$ cat src/rtl/core/trimmed_mean_current_soc_defines.svh
// assertion macros shared by the trimmed mean current and charge estimate block
`ifndef TRIMMED_MEAN_CURRENT_SOC_DEFINES_SVH
`define TRIMMED_MEAN_CURRENT_SOC_DEFINES_SVH

// same-cycle implication, checked outside reset
`define TMCS_ASSERT_IMPL(label, clk, rst, ante, cons, msg) \
   label: assert property (@(posedge clk) disable iff (rst) (ante) |-> (cons)) else $error(msg);

// next-cycle implication, checked outside reset
`define TMCS_ASSERT_NEXT(label, clk, rst, ante, cons, msg) \
   label: assert property (@(posedge clk) disable iff (rst) (ante) |=> (cons)) else $error(msg);

`endif

$ cat src/rtl/core/tmcs_pkg.sv
// shared types and constants of the trimmed mean current and charge estimate block
`default_nettype none

package tmcs_pkg;

   // field widths
   localparam int CUR_W        = 16;
   localparam int BUS_W        = 13;
   localparam int COUNT_CFG_W  = 6;
   localparam int STEP_W       = 16;
   localparam int MV_W         = 15;
   localparam int SOC_W        = 10;

   // configuration port
   localparam int CSR_IDX_W    = 2;
   localparam int CSR_DATA_W   = 16;

   typedef enum logic [CSR_IDX_W-1:0] {
      CSR_SAMPLE_COUNT = 2'd0,
      CSR_VOLT_STEP    = 2'd1,
      CSR_VOLT_LOW     = 2'd2,
      CSR_VOLT_HIGH    = 2'd3
   } csr_index_type;

   // configuration reset values
   localparam logic [COUNT_CFG_W-1:0] SAMPLE_COUNT_RST = 6'd10;
   localparam logic [STEP_W-1:0]      VOLT_STEP_RST    = 16'd4000;
   localparam logic [MV_W-1:0]        VOLT_LOW_RST     = 15'd12220;
   localparam logic [MV_W-1:0]        VOLT_HIGH_RST    = 15'd12860;

   // batch constants
   localparam int MIN_COUNT    = 5;
   localparam int TRIM_DROP    = 4;

   // charge estimate arithmetic
   localparam int UV_W         = BUS_W + STEP_W;   // bus microvolts
   localparam int DEN_W        = 25;               // millivolts times 1000
   localparam int T_W          = 31;               // signed offset numerator
   localparam int DIV_W        = 39;               // divider dividend and quotient
   localparam int DIV_CNT_W    = 6;
   localparam int MV_TO_UV     = 1000;
   localparam int SOC_SCALE    = 500;
   localparam logic [SOC_W-1:0] SOC_FULL = 10'd1000;

   // controller states
   typedef enum logic [2:0] {
      ST_IDLE,
      ST_TRIM,
      ST_MEAN_START,
      ST_MEAN_DIV,
      ST_SOC_START,
      ST_SOC_DIV,
      ST_FINISH
   } ctrl_state_type;

   // controller to datapath
   typedef struct packed {
      logic accept;
      logic trim;
      logic mean_start;
      logic mean_take;
      logic soc_start;
      logic soc_take;
      logic publish;
   } dp_cmd_type;

   // datapath to controller
   typedef struct packed {
      logic last_sample;
      logic div_done;
      logic div_busy;
      logic soc_div_needed;
      logic out_free;
   } dp_status_type;

   // divider status
   typedef struct packed {
      logic busy;
      logic done;
   } div_status_type;

endpackage

`default_nettype wire

$ cat src/rtl/core/tmcs_if.sv
// sample and result channel interfaces
`default_nettype none

interface tmcs_req_if import tmcs_pkg::*; ();
   logic                    valid;
   logic                    ready;
   logic signed [CUR_W-1:0] current_code;
   logic [BUS_W-1:0]        bus_code;

   modport source (output valid, output current_code, output bus_code, input ready);
   modport sink   (input valid, input current_code, input bus_code, output ready);
endinterface

interface tmcs_rsp_if import tmcs_pkg::*; ();
   logic                    valid;
   logic                    ready;
   logic signed [CUR_W-1:0] avg_current_code;
   logic [SOC_W-1:0]        soc_permille;
   logic                    soc_valid;

   modport source (output valid, output avg_current_code, output soc_permille,
                   output soc_valid, input ready);
   modport sink   (input valid, input avg_current_code, input soc_permille,
                   input soc_valid, output ready);
endinterface

`default_nettype wire

$ cat src/rtl/core/trimmed_mean_current_soc.sv
// top level of the trimmed mean current and charge estimate block
`default_nettype none

// Takes batches of signed current samples (sample_count per batch, held to
// 5..MAX_SAMPLES) and, after the last sample of each batch, returns one
// transaction: the batch mean with the two smallest and two largest samples
// dropped, truncated toward zero, plus a state of charge in permille mapped
// linearly from the bus voltage of the first sample when the trimmed sum is
// negative. Samples are taken one per cycle while a batch is filling. After
// the last sample the block takes no new sample until it has run one trim
// step, then two passes of a shared one-bit-per-cycle divider (trimmed mean,
// then charge estimate), each a start step plus 39 steps plus a done step,
// and a finish step that loads the output register. The second pass is
// skipped when no charge estimate is needed. The finish step stretches
// while the previous result is still waiting in the output register.
// A finished result waits in that register, so the next batch can start
// filling before the previous result is taken.
// Configuration is written through csr_we, csr_index and csr_wdata.

`include "trimmed_mean_current_soc_defines.svh"

module trimmed_mean_current_soc import tmcs_pkg::*; #(
   parameter int MAX_SAMPLES = 32
) (
   input  wire logic                  clock,
   input  wire logic                  reset,
   tmcs_req_if.sink                   req_ch,
   tmcs_rsp_if.source                 rsp_ch,
   input  wire logic                  csr_we,
   input  wire logic [CSR_IDX_W-1:0]  csr_index,
   input  wire logic [CSR_DATA_W-1:0] csr_wdata
);

   dp_cmd_type     dp_cmd;
   dp_status_type  dp_status;
   ctrl_state_type ctrl_state;

   // sequencer
   tmcs_ctrl u_ctrl (
      .clock     (clock),
      .reset     (reset),
      .req_valid (req_ch.valid),
      .req_ready (req_ch.ready),
      .status    (dp_status),
      .cmd       (dp_cmd),
      .state     (ctrl_state)
   );

   // datapath
   tmcs_datapath #(
      .MAX_SAMPLES (MAX_SAMPLES)
   ) u_datapath (
      .clock            (clock),
      .reset            (reset),
      .cmd              (dp_cmd),
      .status           (dp_status),
      .current_code     (req_ch.current_code),
      .bus_code         (req_ch.bus_code),
      .csr_we           (csr_we),
      .csr_index        (csr_index),
      .csr_wdata        (csr_wdata),
      .rsp_ready        (rsp_ch.ready),
      .rsp_valid        (rsp_ch.valid),
      .avg_current_code (rsp_ch.avg_current_code),
      .soc_permille     (rsp_ch.soc_permille),
      .soc_valid        (rsp_ch.soc_valid)
   );

   // checks
   `TMCS_ASSERT_IMPL(a_rsp_after_finish, clock, reset, $rose(rsp_ch.valid), $past(ctrl_state == ST_FINISH), "result raised outside finish")
   `TMCS_ASSERT_IMPL(a_soc_range, clock, reset, rsp_ch.valid, (rsp_ch.soc_permille <= SOC_FULL) && (rsp_ch.soc_valid || (rsp_ch.soc_permille == '0)), "charge estimate out of range")
   `TMCS_ASSERT_NEXT(a_last_starts_trim, clock, reset, req_ch.valid && req_ch.ready && dp_status.last_sample, ctrl_state == ST_TRIM, "last sample did not end batch")
   `TMCS_ASSERT_IMPL(a_div_busy_state, clock, reset, dp_status.div_busy, (ctrl_state == ST_MEAN_DIV) || (ctrl_state == ST_SOC_DIV), "divider busy outside divide state")

endmodule

`default_nettype wire

$ cat src/rtl/core/tmcs_divider.sv
// unsigned restoring divider, one quotient bit per cycle
`default_nettype none

module tmcs_divider import tmcs_pkg::*; (
   input  wire logic             clock,
   input  wire logic             reset,
   input  wire logic             start,
   input  wire logic [DIV_W-1:0] dividend,
   input  wire logic [DEN_W-1:0] divisor,
   output logic [DIV_W-1:0]      quotient,
   output div_status_type        status
);

   logic [DEN_W-1:0]     rem_ff, rem_in;
   logic [DIV_W-1:0]     quo_ff, quo_in;
   logic [DEN_W-1:0]     div_ff, div_in;
   logic [DIV_CNT_W-1:0] cnt_ff, cnt_in;
   logic                 busy_ff, busy_in;
   logic                 done_ff, done_in;
   logic [DEN_W:0]       partial;
   logic                 fits;

   // one restoring step
   always_comb begin
      partial = {rem_ff, quo_ff[DIV_W-1]};
      fits    = partial >= {1'b0, div_ff};
      rem_in  = rem_ff;
      quo_in  = quo_ff;
      div_in  = div_ff;
      cnt_in  = cnt_ff;
      busy_in = busy_ff;
      done_in = 1'b0;
      if (start) begin
         rem_in  = '0;
         quo_in  = dividend;
         div_in  = divisor;
         cnt_in  = DIV_CNT_W'(DIV_W - 1);
         busy_in = 1'b1;
      end else if (busy_ff) begin
         rem_in = fits ? DEN_W'(partial - {1'b0, div_ff}) : DEN_W'(partial);
         quo_in = {quo_ff[DIV_W-2:0], fits};
         if (cnt_ff == '0) begin
            busy_in = 1'b0;
            done_in = 1'b1;
         end else begin
            cnt_in = cnt_ff - DIV_CNT_W'(1);
         end
      end
   end

   // control flops
   always_ff @(posedge clock) begin
      if (reset) begin
         busy_ff <= 1'b0;
         done_ff <= 1'b0;
      end else begin
         busy_ff <= busy_in;
         done_ff <= done_in;
      end
   end

   // working registers
   always_ff @(posedge clock) begin
      rem_ff <= rem_in;
      quo_ff <= quo_in;
      div_ff <= div_in;
      cnt_ff <= cnt_in;
   end

   assign quotient    = quo_ff;
   assign status.busy = busy_ff;
   assign status.done = done_ff;

endmodule

`default_nettype wire

$ cat src/rtl/core/tmcs_datapath.sv
// sample accumulation, extreme tracking, trimmed mean and charge estimate datapath
`default_nettype none

module tmcs_datapath import tmcs_pkg::*; #(
   parameter int MAX_SAMPLES = 32
) (
   input  wire logic                    clock,
   input  wire logic                    reset,
   input  wire dp_cmd_type              cmd,
   output dp_status_type                status,
   input  wire logic signed [CUR_W-1:0] current_code,
   input  wire logic [BUS_W-1:0]        bus_code,
   input  wire logic                    csr_we,
   input  wire logic [CSR_IDX_W-1:0]    csr_index,
   input  wire logic [CSR_DATA_W-1:0]   csr_wdata,
   input  wire logic                    rsp_ready,
   output logic                         rsp_valid,
   output logic signed [CUR_W-1:0]      avg_current_code,
   output logic [SOC_W-1:0]             soc_permille,
   output logic                         soc_valid
);

   localparam int CNT_W = $clog2(MAX_SAMPLES + 1);
   localparam int CMP_W = (CNT_W > COUNT_CFG_W) ? CNT_W : COUNT_CFG_W;
   localparam int SUM_W = CUR_W + $clog2(MAX_SAMPLES) + 1;

   // configuration registers
   logic [COUNT_CFG_W-1:0] sample_count_ff;
   logic [STEP_W-1:0]      volt_step_ff;
   logic [MV_W-1:0]        volt_low_ff;
   logic [MV_W-1:0]        volt_high_ff;

   // batch state
   logic [CNT_W-1:0]        seen_ff, seen_in;
   logic signed [SUM_W-1:0] sum_ff, sum_in;
   logic signed [CUR_W-1:0] small0_ff, small0_in, small1_ff, small1_in;
   logic signed [CUR_W-1:0] large0_ff, large0_in, large1_ff, large1_in;
   logic [BUS_W-1:0]        bus_ff, bus_in;

   // end of batch
   logic signed [SUM_W-1:0] trimmed_ff;
   logic [UV_W-1:0]         uv_ff;
   logic [DEN_W-1:0]        low_uv_ff, high_uv_ff;
   logic [T_W-1:0]          t_ff;
   logic [DIV_W-1:0]        soc_num_ff;
   logic signed [CUR_W-1:0] mean_ff;
   logic [SOC_W-1:0]        soc_ff;

   // result register
   logic                    rsp_valid_ff, rsp_valid_in;
   logic signed [CUR_W-1:0] rsp_avg_ff;
   logic [SOC_W-1:0]        rsp_soc_ff;
   logic                    rsp_socv_ff;

   logic [CMP_W-1:0]        sc_w, n_eff, seen_next;
   logic                    last, first, second;
   logic signed [SUM_W-1:0] x_ext;
   logic                    trim_neg, degenerate, below_low;
   logic [SUM_W-1:0]        trim_mag;
   logic [CUR_W-1:0]        q16;
   logic                    div_start;
   logic [DIV_W-1:0]        div_dividend, div_quotient;
   logic [DEN_W-1:0]        div_divisor;
   div_status_type          div_status;

   // configuration writes
   always_ff @(posedge clock) begin
      if (reset) begin
         sample_count_ff <= SAMPLE_COUNT_RST;
         volt_step_ff    <= VOLT_STEP_RST;
         volt_low_ff     <= VOLT_LOW_RST;
         volt_high_ff    <= VOLT_HIGH_RST;
      end else if (csr_we) begin
         unique case (csr_index_type'(csr_index))
            CSR_SAMPLE_COUNT: sample_count_ff <= csr_wdata[COUNT_CFG_W-1:0];
            CSR_VOLT_STEP:    volt_step_ff    <= csr_wdata[STEP_W-1:0];
            CSR_VOLT_LOW:     volt_low_ff     <= csr_wdata[MV_W-1:0];
            CSR_VOLT_HIGH:    volt_high_ff    <= csr_wdata[MV_W-1:0];
         endcase
      end
   end

   // effective batch length and end of batch detect
   always_comb begin
      sc_w      = CMP_W'(sample_count_ff);
      n_eff     = (sc_w < CMP_W'(MIN_COUNT)) ? CMP_W'(MIN_COUNT) :
                  ((sc_w > CMP_W'(MAX_SAMPLES)) ? CMP_W'(MAX_SAMPLES) : sc_w);
      seen_next = CMP_W'(seen_ff) + CMP_W'(1);
      last      = seen_next >= n_eff;
      first     = seen_ff == '0;
      second    = seen_ff == CNT_W'(1);
   end

   // per-sample update: sum and two smallest and two largest
   always_comb begin
      x_ext     = SUM_W'(current_code);
      seen_in   = seen_ff;
      sum_in    = sum_ff;
      bus_in    = bus_ff;
      small0_in = small0_ff;
      small1_in = small1_ff;
      large0_in = large0_ff;
      large1_in = large1_ff;
      if (cmd.accept) begin
         seen_in = last ? '0 : CNT_W'(seen_next);
         sum_in  = first ? x_ext : sum_ff + x_ext;
         if (first) begin
            bus_in    = bus_code;
            small0_in = current_code;
            large0_in = current_code;
         end else if (second) begin
            small0_in = (current_code < small0_ff) ? current_code : small0_ff;
            small1_in = (current_code < small0_ff) ? small0_ff : current_code;
            large0_in = (current_code < small0_ff) ? small0_ff : current_code;
            large1_in = (current_code < small0_ff) ? current_code : small0_ff;
         end else begin
            if (current_code < small0_ff) begin
               small1_in = small0_ff;
               small0_in = current_code;
            end else if (current_code < small1_ff) begin
               small1_in = current_code;
            end
            if (current_code > large0_ff) begin
               large1_in = large0_ff;
               large0_in = current_code;
            end else if (current_code > large1_ff) begin
               large1_in = current_code;
            end
         end
      end
   end

   always_ff @(posedge clock) begin
      if (reset) begin
         seen_ff <= '0;
      end else begin
         seen_ff <= seen_in;
      end
   end

   always_ff @(posedge clock) begin
      sum_ff    <= sum_in;
      bus_ff    <= bus_in;
      small0_ff <= small0_in;
      small1_ff <= small1_in;
      large0_ff <= large0_in;
      large1_ff <= large1_in;
   end

   // end of batch helpers
   always_comb begin
      trim_neg   = trimmed_ff[SUM_W-1];
      trim_mag   = trim_neg ? SUM_W'(-trimmed_ff) : SUM_W'(trimmed_ff);
      degenerate = volt_high_ff <= volt_low_ff;
      below_low  = uv_ff < UV_W'(low_uv_ff);
      q16        = div_quotient[CUR_W-1:0];
   end

   // shared divider: trimmed mean first, then charge estimate
   assign div_start    = cmd.mean_start | cmd.soc_start;
   assign div_dividend = cmd.soc_start ? soc_num_ff : DIV_W'(trim_mag);
   assign div_divisor  = cmd.soc_start ? (high_uv_ff - low_uv_ff)
                                       : DEN_W'(n_eff - CMP_W'(TRIM_DROP));

   tmcs_divider u_divider (
      .clock    (clock),
      .reset    (reset),
      .start    (div_start),
      .dividend (div_dividend),
      .divisor  (div_divisor),
      .quotient (div_quotient),
      .status   (div_status)
   );

   // trimmed sum and voltage products
   always_ff @(posedge clock) begin
      if (cmd.trim) begin
         trimmed_ff <= sum_ff - SUM_W'(small0_ff) - SUM_W'(small1_ff)
                       - SUM_W'(large0_ff) - SUM_W'(large1_ff);
         uv_ff      <= UV_W'(bus_ff) * UV_W'(volt_step_ff);
         low_uv_ff  <= DEN_W'(volt_low_ff) * DEN_W'(MV_TO_UV);
         high_uv_ff <= DEN_W'(volt_high_ff) * DEN_W'(MV_TO_UV);
      end
   end

   // offset numerator: uv + high_uv - 2 * low_uv, then times 500
   always_ff @(posedge clock) begin
      if (cmd.mean_start) begin
         t_ff <= T_W'(uv_ff) + T_W'(high_uv_ff) - (T_W'(low_uv_ff) << 1);
      end
      if (cmd.mean_take) begin
         soc_num_ff <= DIV_W'(t_ff[T_W-2:0]) * DIV_W'(SOC_SCALE);
      end
   end

   // mean and charge estimate results
   always_ff @(posedge clock) begin
      if (cmd.mean_take) begin
         mean_ff <= trim_neg ? -$signed(q16) : $signed(q16);
         priority if (!trim_neg) begin
            soc_ff <= '0;
         end else if (degenerate) begin
            soc_ff <= below_low ? '0 : SOC_FULL;
         end else begin
            soc_ff <= '0;
         end
      end else if (cmd.soc_take) begin
         soc_ff <= (div_quotient > DIV_W'(SOC_FULL)) ? SOC_FULL : div_quotient[SOC_W-1:0];
      end
   end

   // result register: holds one transaction while the next batch runs
   always_comb begin
      rsp_valid_in = rsp_valid_ff;
      if (cmd.publish) begin
         rsp_valid_in = 1'b1;
      end else if (rsp_ready) begin
         rsp_valid_in = 1'b0;
      end
   end

   always_ff @(posedge clock) begin
      if (reset) begin
         rsp_valid_ff <= 1'b0;
      end else begin
         rsp_valid_ff <= rsp_valid_in;
      end
   end

   always_ff @(posedge clock) begin
      if (cmd.publish) begin
         rsp_avg_ff  <= mean_ff;
         rsp_soc_ff  <= soc_ff;
         rsp_socv_ff <= trim_neg;
      end
   end

   assign rsp_valid        = rsp_valid_ff;
   assign avg_current_code = rsp_avg_ff;
   assign soc_permille     = rsp_soc_ff;
   assign soc_valid        = rsp_socv_ff;

   // status to the controller
   assign status.last_sample    = last;
   assign status.div_done       = div_status.done;
   assign status.div_busy       = div_status.busy;
   assign status.soc_div_needed = trim_neg & ~degenerate & ~t_ff[T_W-1];
   assign status.out_free       = ~rsp_valid_ff | rsp_ready;

endmodule

`default_nettype wire

$ cat src/rtl/core/tmcs_ctrl.sv
// batch sequencer: sample intake, end of batch divisions and result hand-off
`default_nettype none

module tmcs_ctrl import tmcs_pkg::*; (
   input  wire logic          clock,
   input  wire logic          reset,
   input  wire logic          req_valid,
   output logic               req_ready,
   input  wire dp_status_type status,
   output dp_cmd_type         cmd,
   output ctrl_state_type     state
);

   ctrl_state_type state_ff, state_in;

   always_ff @(posedge clock) begin
      if (reset) begin
         state_ff <= ST_IDLE;
      end else begin
         state_ff <= state_in;
      end
   end

   // next state and commands
   always_comb begin
      state_in  = state_ff;
      cmd       = '0;
      req_ready = 1'b0;
      unique case (state_ff)
         ST_IDLE: begin
            req_ready  = 1'b1;
            cmd.accept = req_valid;
            if (req_valid && status.last_sample) begin
               state_in = ST_TRIM;
            end
         end
         ST_TRIM: begin
            cmd.trim = 1'b1;
            state_in = ST_MEAN_START;
         end
         ST_MEAN_START: begin
            cmd.mean_start = 1'b1;
            state_in       = ST_MEAN_DIV;
         end
         ST_MEAN_DIV: begin
            if (status.div_done) begin
               cmd.mean_take = 1'b1;
               state_in      = status.soc_div_needed ? ST_SOC_START : ST_FINISH;
            end
         end
         ST_SOC_START: begin
            cmd.soc_start = 1'b1;
            state_in      = ST_SOC_DIV;
         end
         ST_SOC_DIV: begin
            if (status.div_done) begin
               cmd.soc_take = 1'b1;
               state_in     = ST_FINISH;
            end
         end
         ST_FINISH: begin
            if (status.out_free) begin
               cmd.publish = 1'b1;
               state_in    = ST_IDLE;
            end
         end
         default: begin
            state_in = ST_IDLE;
         end
      endcase
   end

   assign state = state_ff;

endmodule

`default_nettype wire

$ cat src/flat_wrapper.sv
// flat-port wrapper written by rule: the top's interface ports become plain ports
module trimmed_mean_current_soc_flat import tmcs_pkg::*;
#(
   parameter int MAX_SAMPLES = 32
)
  (clock, reset, csr_we, csr_index, csr_wdata, req_ch_valid, req_ch_current_code, req_ch_bus_code, req_ch_ready, rsp_ch_valid, rsp_ch_avg_current_code, rsp_ch_soc_permille, rsp_ch_soc_valid, rsp_ch_ready);
  tmcs_req_if req_ch_i ();
  tmcs_rsp_if rsp_ch_i ();
  input  wire logic clock;
  input  wire logic reset;
  input  wire logic csr_we;
  input  wire logic [CSR_IDX_W-1:0] csr_index;
  input  wire logic [CSR_DATA_W-1:0] csr_wdata;
  input wire logic [$bits(req_ch_i.valid)-1:0] req_ch_valid;
  input wire logic [$bits(req_ch_i.current_code)-1:0] req_ch_current_code;
  input wire logic [$bits(req_ch_i.bus_code)-1:0] req_ch_bus_code;
  output wire logic [$bits(req_ch_i.ready)-1:0] req_ch_ready;
  output wire logic [$bits(rsp_ch_i.valid)-1:0] rsp_ch_valid;
  output wire logic [$bits(rsp_ch_i.avg_current_code)-1:0] rsp_ch_avg_current_code;
  output wire logic [$bits(rsp_ch_i.soc_permille)-1:0] rsp_ch_soc_permille;
  output wire logic [$bits(rsp_ch_i.soc_valid)-1:0] rsp_ch_soc_valid;
  input wire logic [$bits(rsp_ch_i.ready)-1:0] rsp_ch_ready;
  assign req_ch_i.valid = req_ch_valid;
  assign req_ch_i.current_code = req_ch_current_code;
  assign req_ch_i.bus_code = req_ch_bus_code;
  assign req_ch_ready = req_ch_i.ready;
  assign rsp_ch_valid = rsp_ch_i.valid;
  assign rsp_ch_avg_current_code = rsp_ch_i.avg_current_code;
  assign rsp_ch_soc_permille = rsp_ch_i.soc_permille;
  assign rsp_ch_soc_valid = rsp_ch_i.soc_valid;
  assign rsp_ch_i.ready = rsp_ch_ready;
  trimmed_mean_current_soc #(.MAX_SAMPLES(MAX_SAMPLES)) u_core (.clock(clock), .reset(reset), .req_ch(req_ch_i), .rsp_ch(rsp_ch_i), .csr_we(csr_we), .csr_index(csr_index), .csr_wdata(csr_wdata));
endmodule
$ cat config.mk
export PLATFORM = sky130hd
export DESIGN_NAME = trimmed_mean_current_soc_flat
export DESIGN_NICKNAME = d
export VERILOG_FILES = /design/src/rtl/core/tmcs_pkg.sv /design/src/rtl/core/tmcs_if.sv /design/src/rtl/core/trimmed_mean_current_soc.sv /design/src/rtl/core/tmcs_divider.sv /design/src/rtl/core/tmcs_datapath.sv /design/src/rtl/core/tmcs_ctrl.sv /design/src/flat_wrapper.sv
export VERILOG_INCLUDE_DIRS = /design/src /design/src/rtl/core
export SDC_FILE = /design/constraint.sdc
export NUM_CORES = 2
export LEC_CHECK = 0
export BUFFER_PORTS_ARGS = -buffer_cell sky130_fd_sc_hd__buf_2
export CAP_MARGIN = 20
export CORE_UTILIZATION = 60
export CTS_BUF_LIST = sky130_fd_sc_hd__clkbuf_8
export DETAILED_ROUTE_END_ITERATION = 12
export PLACE_DENSITY = 0.89
export SYNTH_ARGS = -nofsm -noshare
export SYNTH_HDL_FRONTEND = slang
export SYNTH_SLANG_ARGS = --single-unit
$ cat constraint.sdc
create_clock -name clock -period 14.4 [get_ports clock]
set_input_delay 3.6 -clock clock [delete_from_list [all_inputs] [get_ports clock]]
set_output_delay 3.6 -clock clock [all_outputs]
set_load 0.02 [all_outputs]
==> reports/metrics.csv <==
metric;value;unit
status;finished with violations;
violations;design-rule violations;
cp-startpoint;u_core.u_datapath.bus_ff[3];
period_minus_slack;6290;ps
max_slew_margin;0.151;
nets;5407;
start_util;0.608;
rsz0062_at_grt;false;
critPathMaxStageDelay;590;ps
ys_types;88;
worst-setup-path-type;reg -> reg;
first_global_vias;34100;
ys_seq_area_frac;0.298;
tightest_slew;1260;ps
r2r-start;u_core.u_datapath.bus_ff[3];
maxSlewViolCount;0;
worst-path-buf-inv;4;
core_area;73200;µm²
fin_ws;8110;ps
post-cts-setup-buffers;0;
yosysWarnings;0;
areaGrowthSynthToFinish;6.67;%
fmax;159;MHz
synth_nets;5330;
p_clk_frac;0.151;
yosysTopAreaCell;edfxtp_1;
synthTopCellsByArea;edfxtp_1 (26%), fa_1 (20%), ha_1 (14%), inv_1 (5.9%), dfxtp_1 (4.3%);
cp_slowest_cell;edfxtp_1;
io_pins;81;
ff2ff_setup_slack;8110;ps
p_per_area;177;nW/µm²
crit_family;adder cells;
synth_top_area_share;0.256;
ys_ff_latch;474;
synth-main-ff-cell;edfxtp_1;
vias_per_cell;6.06;
syn-mean-instance-area;10.2;µm²
holdBufCountCts;0;
cap_violations;0;
setup_viol;0;
cp_common_cell;fa_1;
cts_buffers;83;
hold_violations;0;
cts_tree;done;
clock_path_buffers;3;
drive_gt1_frac;0.0684;
rows;99;
track_usage;0.283;
wl_per_cell;19.2;µm
whs_path_depth;0;
place_hpwl;79.7;mm
port-buffer-count;80;
antenna_found_initial;5;
async_flop_share;0;
post_cts_resized;0;
critPathMaxFanout;16;
p_switching;3.67;mW
die_y;274;µm
swShare;0.436;
die_w;274;µm
post-place-ws;7570;ps
syn_area;44500;µm²
clkTransAtPathRegs;60;ps
cts-htree-levels;3;
worstSetupPathDepth;20;
seq_power_share;0.241;
antenna_left;0;
synth_edf_count;379;
ff2ff_path_depth;20;
cp-start-kind;flip-flop;
clk_latency;720;ps
vias;33000;
critPathArrivalTime;6730;ps
p_leak;21.6;nW
holdPathEnd;u_core.u_datapath.avg_current_code[4];
die_area;75300;µm²
combPwrFrac;0.608;
cp_data_required_time;14830;ps
setup_tns;0;ps
fin_skew;34.0;ps
grt_pass1_wl;170;mm
firstDrtPassIters;12;
grt_max_degree;74;
grt_overflow;0;
min_from;u_core.u_datapath.mean_ff[4];
drt_wl_total;104;mm
hold_class;reg -> reg;
crit_path_end_kind;flip-flop;
cts-root-buf;clkbuf_8;
drc;5;
peakVddDrop;156;µV
r2r-end;u_core.u_datapath.uv_ff[26];
drt_iter0_drc;2600;
netlist_instances;4344;
crit_chain;and2_1 > fa_1 > inv_1 > fa_1 > inv_1 > fa_1 > inv_1 > fa_1 > fa_1 > inv_1 > ha_1 > a21oi_1 > o22ai_1 > o41a_1 > a211oi_1 > o31a_1 > o31ai_1 > a21oi_1 > o21ai_0 > xor2_1;
timing.final.crit_share;0.437;
gp_congestion;0.943;
internal_power;4.74;mW
cts_sinks;474;
[through the flow]
stage	std cells	power (mW)	hold WS [ps]	cell area, µm²	util
after global placement	5294	6.77	403	45800	0.626
after detailed placement	5295	7.05	405	45800	0.626
after floorplan	4344	5.96	400	44500	-
after global routing	5447	9.11	417	47500	0.648
final	5447	8.41	411	47500	0.648
after CTS	5446	8.37	416	47500	0.648
[how the worst max path moves through the flow]
stage | endpoint | slack (ps)
after floorplan | u_core.u_datapath.high_uv_ff[10] | 6730
after global placement | u_core.u_datapath.large0_ff[13] | 7650
after detailed placement | u_core.u_datapath.large0_ff[14] | 7570
after CTS | u_core.u_datapath.uv_ff[26] | 8120
after global routing | u_core.u_datapath.uv_ff[26] | 7780
final | u_core.u_datapath.uv_ff[26] | 8110
[cells in the mapped netlist (25+ instances only)]
| master | number |
|---|---|
| clkbuf_1 | 90 |
| nand4_1 | 34 |
| edfxtp_1 | 379 |
| nand2_1 | 363 |
| o31ai_1 | 25 |
| o21ai_0 | 194 |
| nor2_1 | 164 |
| xnor2_1 | 143 |
| a21o_1 | 91 |
| nand2b_1 | 38 |
| and2_1 | 114 |
| nor2b_1 | 38 |
| dfxtp_1 | 95 |
| fa_1 | 442 |
| nand3b_1 | 27 |
| nor3_1 | 76 |
| inv_1 | 697 |
| a21oi_1 | 236 |
| mux2i_1 | 33 |
| ha_1 | 492 |
| mux2_2 | 47 |
| a211oi_1 | 28 |
| o21a_1 | 37 |
| xor2_1 | 82 |
| nand3_1 | 48 |
[metal layers]
metal	share of wire	up-vias	wire length [µm]	global-route usage
met2	0.48	1427	50400	0.472
met1	0.39	16200	40900	0.354
li1	-	15000	-	-
met3	0.079	388	8250	0.0507
met4	0.046	6	4840	0.143
met5	0.00040	-	42	0
[power by group through the flow]
stage	clock network [mW]	registers (mW)	logic [mW]
2_1_floorplan	0	1.99	3.98
3_3_place_gp	0	2.05	4.73
3_5_place_dp	0	2.05	4.99
4_1_cts	1.28	2.02	5.06
5_1_grt	1.33	2.04	5.73
6_report	1.27	2.03	5.12
[logic make-up after synthesis]
group | Yosys count | share of synthesized area
and+or+nand+nor | 999 | 0.110
adders and majority gates | 934 | 0.337
AOI/OAI and AO/OA | 826 | 0.122
buffers and inverters | 806 | 0.0691
DFF | 474 | 0.298
xor gates and xnor gates | 225 | 0.0443
muxes | 80 | 0.0193
[cells in the final DEF, fill, tap and decap left out, types with 91 or more instances in the layout]
| cell type | count |
|---|---|
| fa_1 | 442 |
| ha_1 | 492 |
| a21o_1 | 91 |
| xnor2_1 | 143 |
| o21ai_0 | 194 |
| inv_1 | 723 |
| a21oi_1 | 236 |
| edfxtp_1 | 379 |
| nor2_1 | 164 |
| dfxtp_1 | 95 |
| and2_1 | 114 |
| nand2_1 | 363 |
[registers in the layout, summed over array words and instances (netlist names), 13 cells and up]
register	count
u_core.u_datapath.bus_ff	13
u_core.u_datapath.high_uv_ff	22
u_core.u_datapath.sum_ff	22
u_core.u_datapath.volt_low_ff	15
u_core.u_datapath.u_divider.rem_ff	25
u_core.u_datapath.volt_high_ff	15
u_core.u_datapath.large1_ff	16
u_core.u_datapath.uv_ff	29
u_core.u_datapath.t_ff	31
u_core.u_datapath.small0_ff	16
u_core.u_datapath.small1_ff	16
u_core.u_datapath.low_uv_ff	22
u_core.u_datapath.u_divider.div_ff	25
u_core.u_datapath.soc_num_ff	37
u_core.u_datapath.volt_step_ff	16
u_core.u_datapath.mean_ff	16
u_core.u_datapath.trimmed_ff	22
u_core.u_datapath.large0_ff	16
u_core.u_datapath.avg_current_code	16
u_core.u_datapath.u_divider.quotient	39
[worst reg2reg max path, delay by kind of cell, from the launching register on]
family | cells | cell delay [ps]
xor gates and xnor gates | 1 | 170
DFF | 1 | 590
adders and majority gates | 6 | 2900
buffers and inverters | 4 | 190
and+or+nand+nor | 1 | 280
AOI/OAI and AO/OA | 8 | 1870
[cell type report]
class	instances	area, µm²
Sequential cell	474	13300
Multi-Input combinational cell	3064	28200
Tap cell	959	1200
Antenna cell	1	2.50
Timing Repair Buffer	100	554
Inverter	698	2620
Clock buffer	84	1160
Clock inverter	67	488
Fill cell	5154	25700
Note: power is estimated with default switching activity, not from simulation.
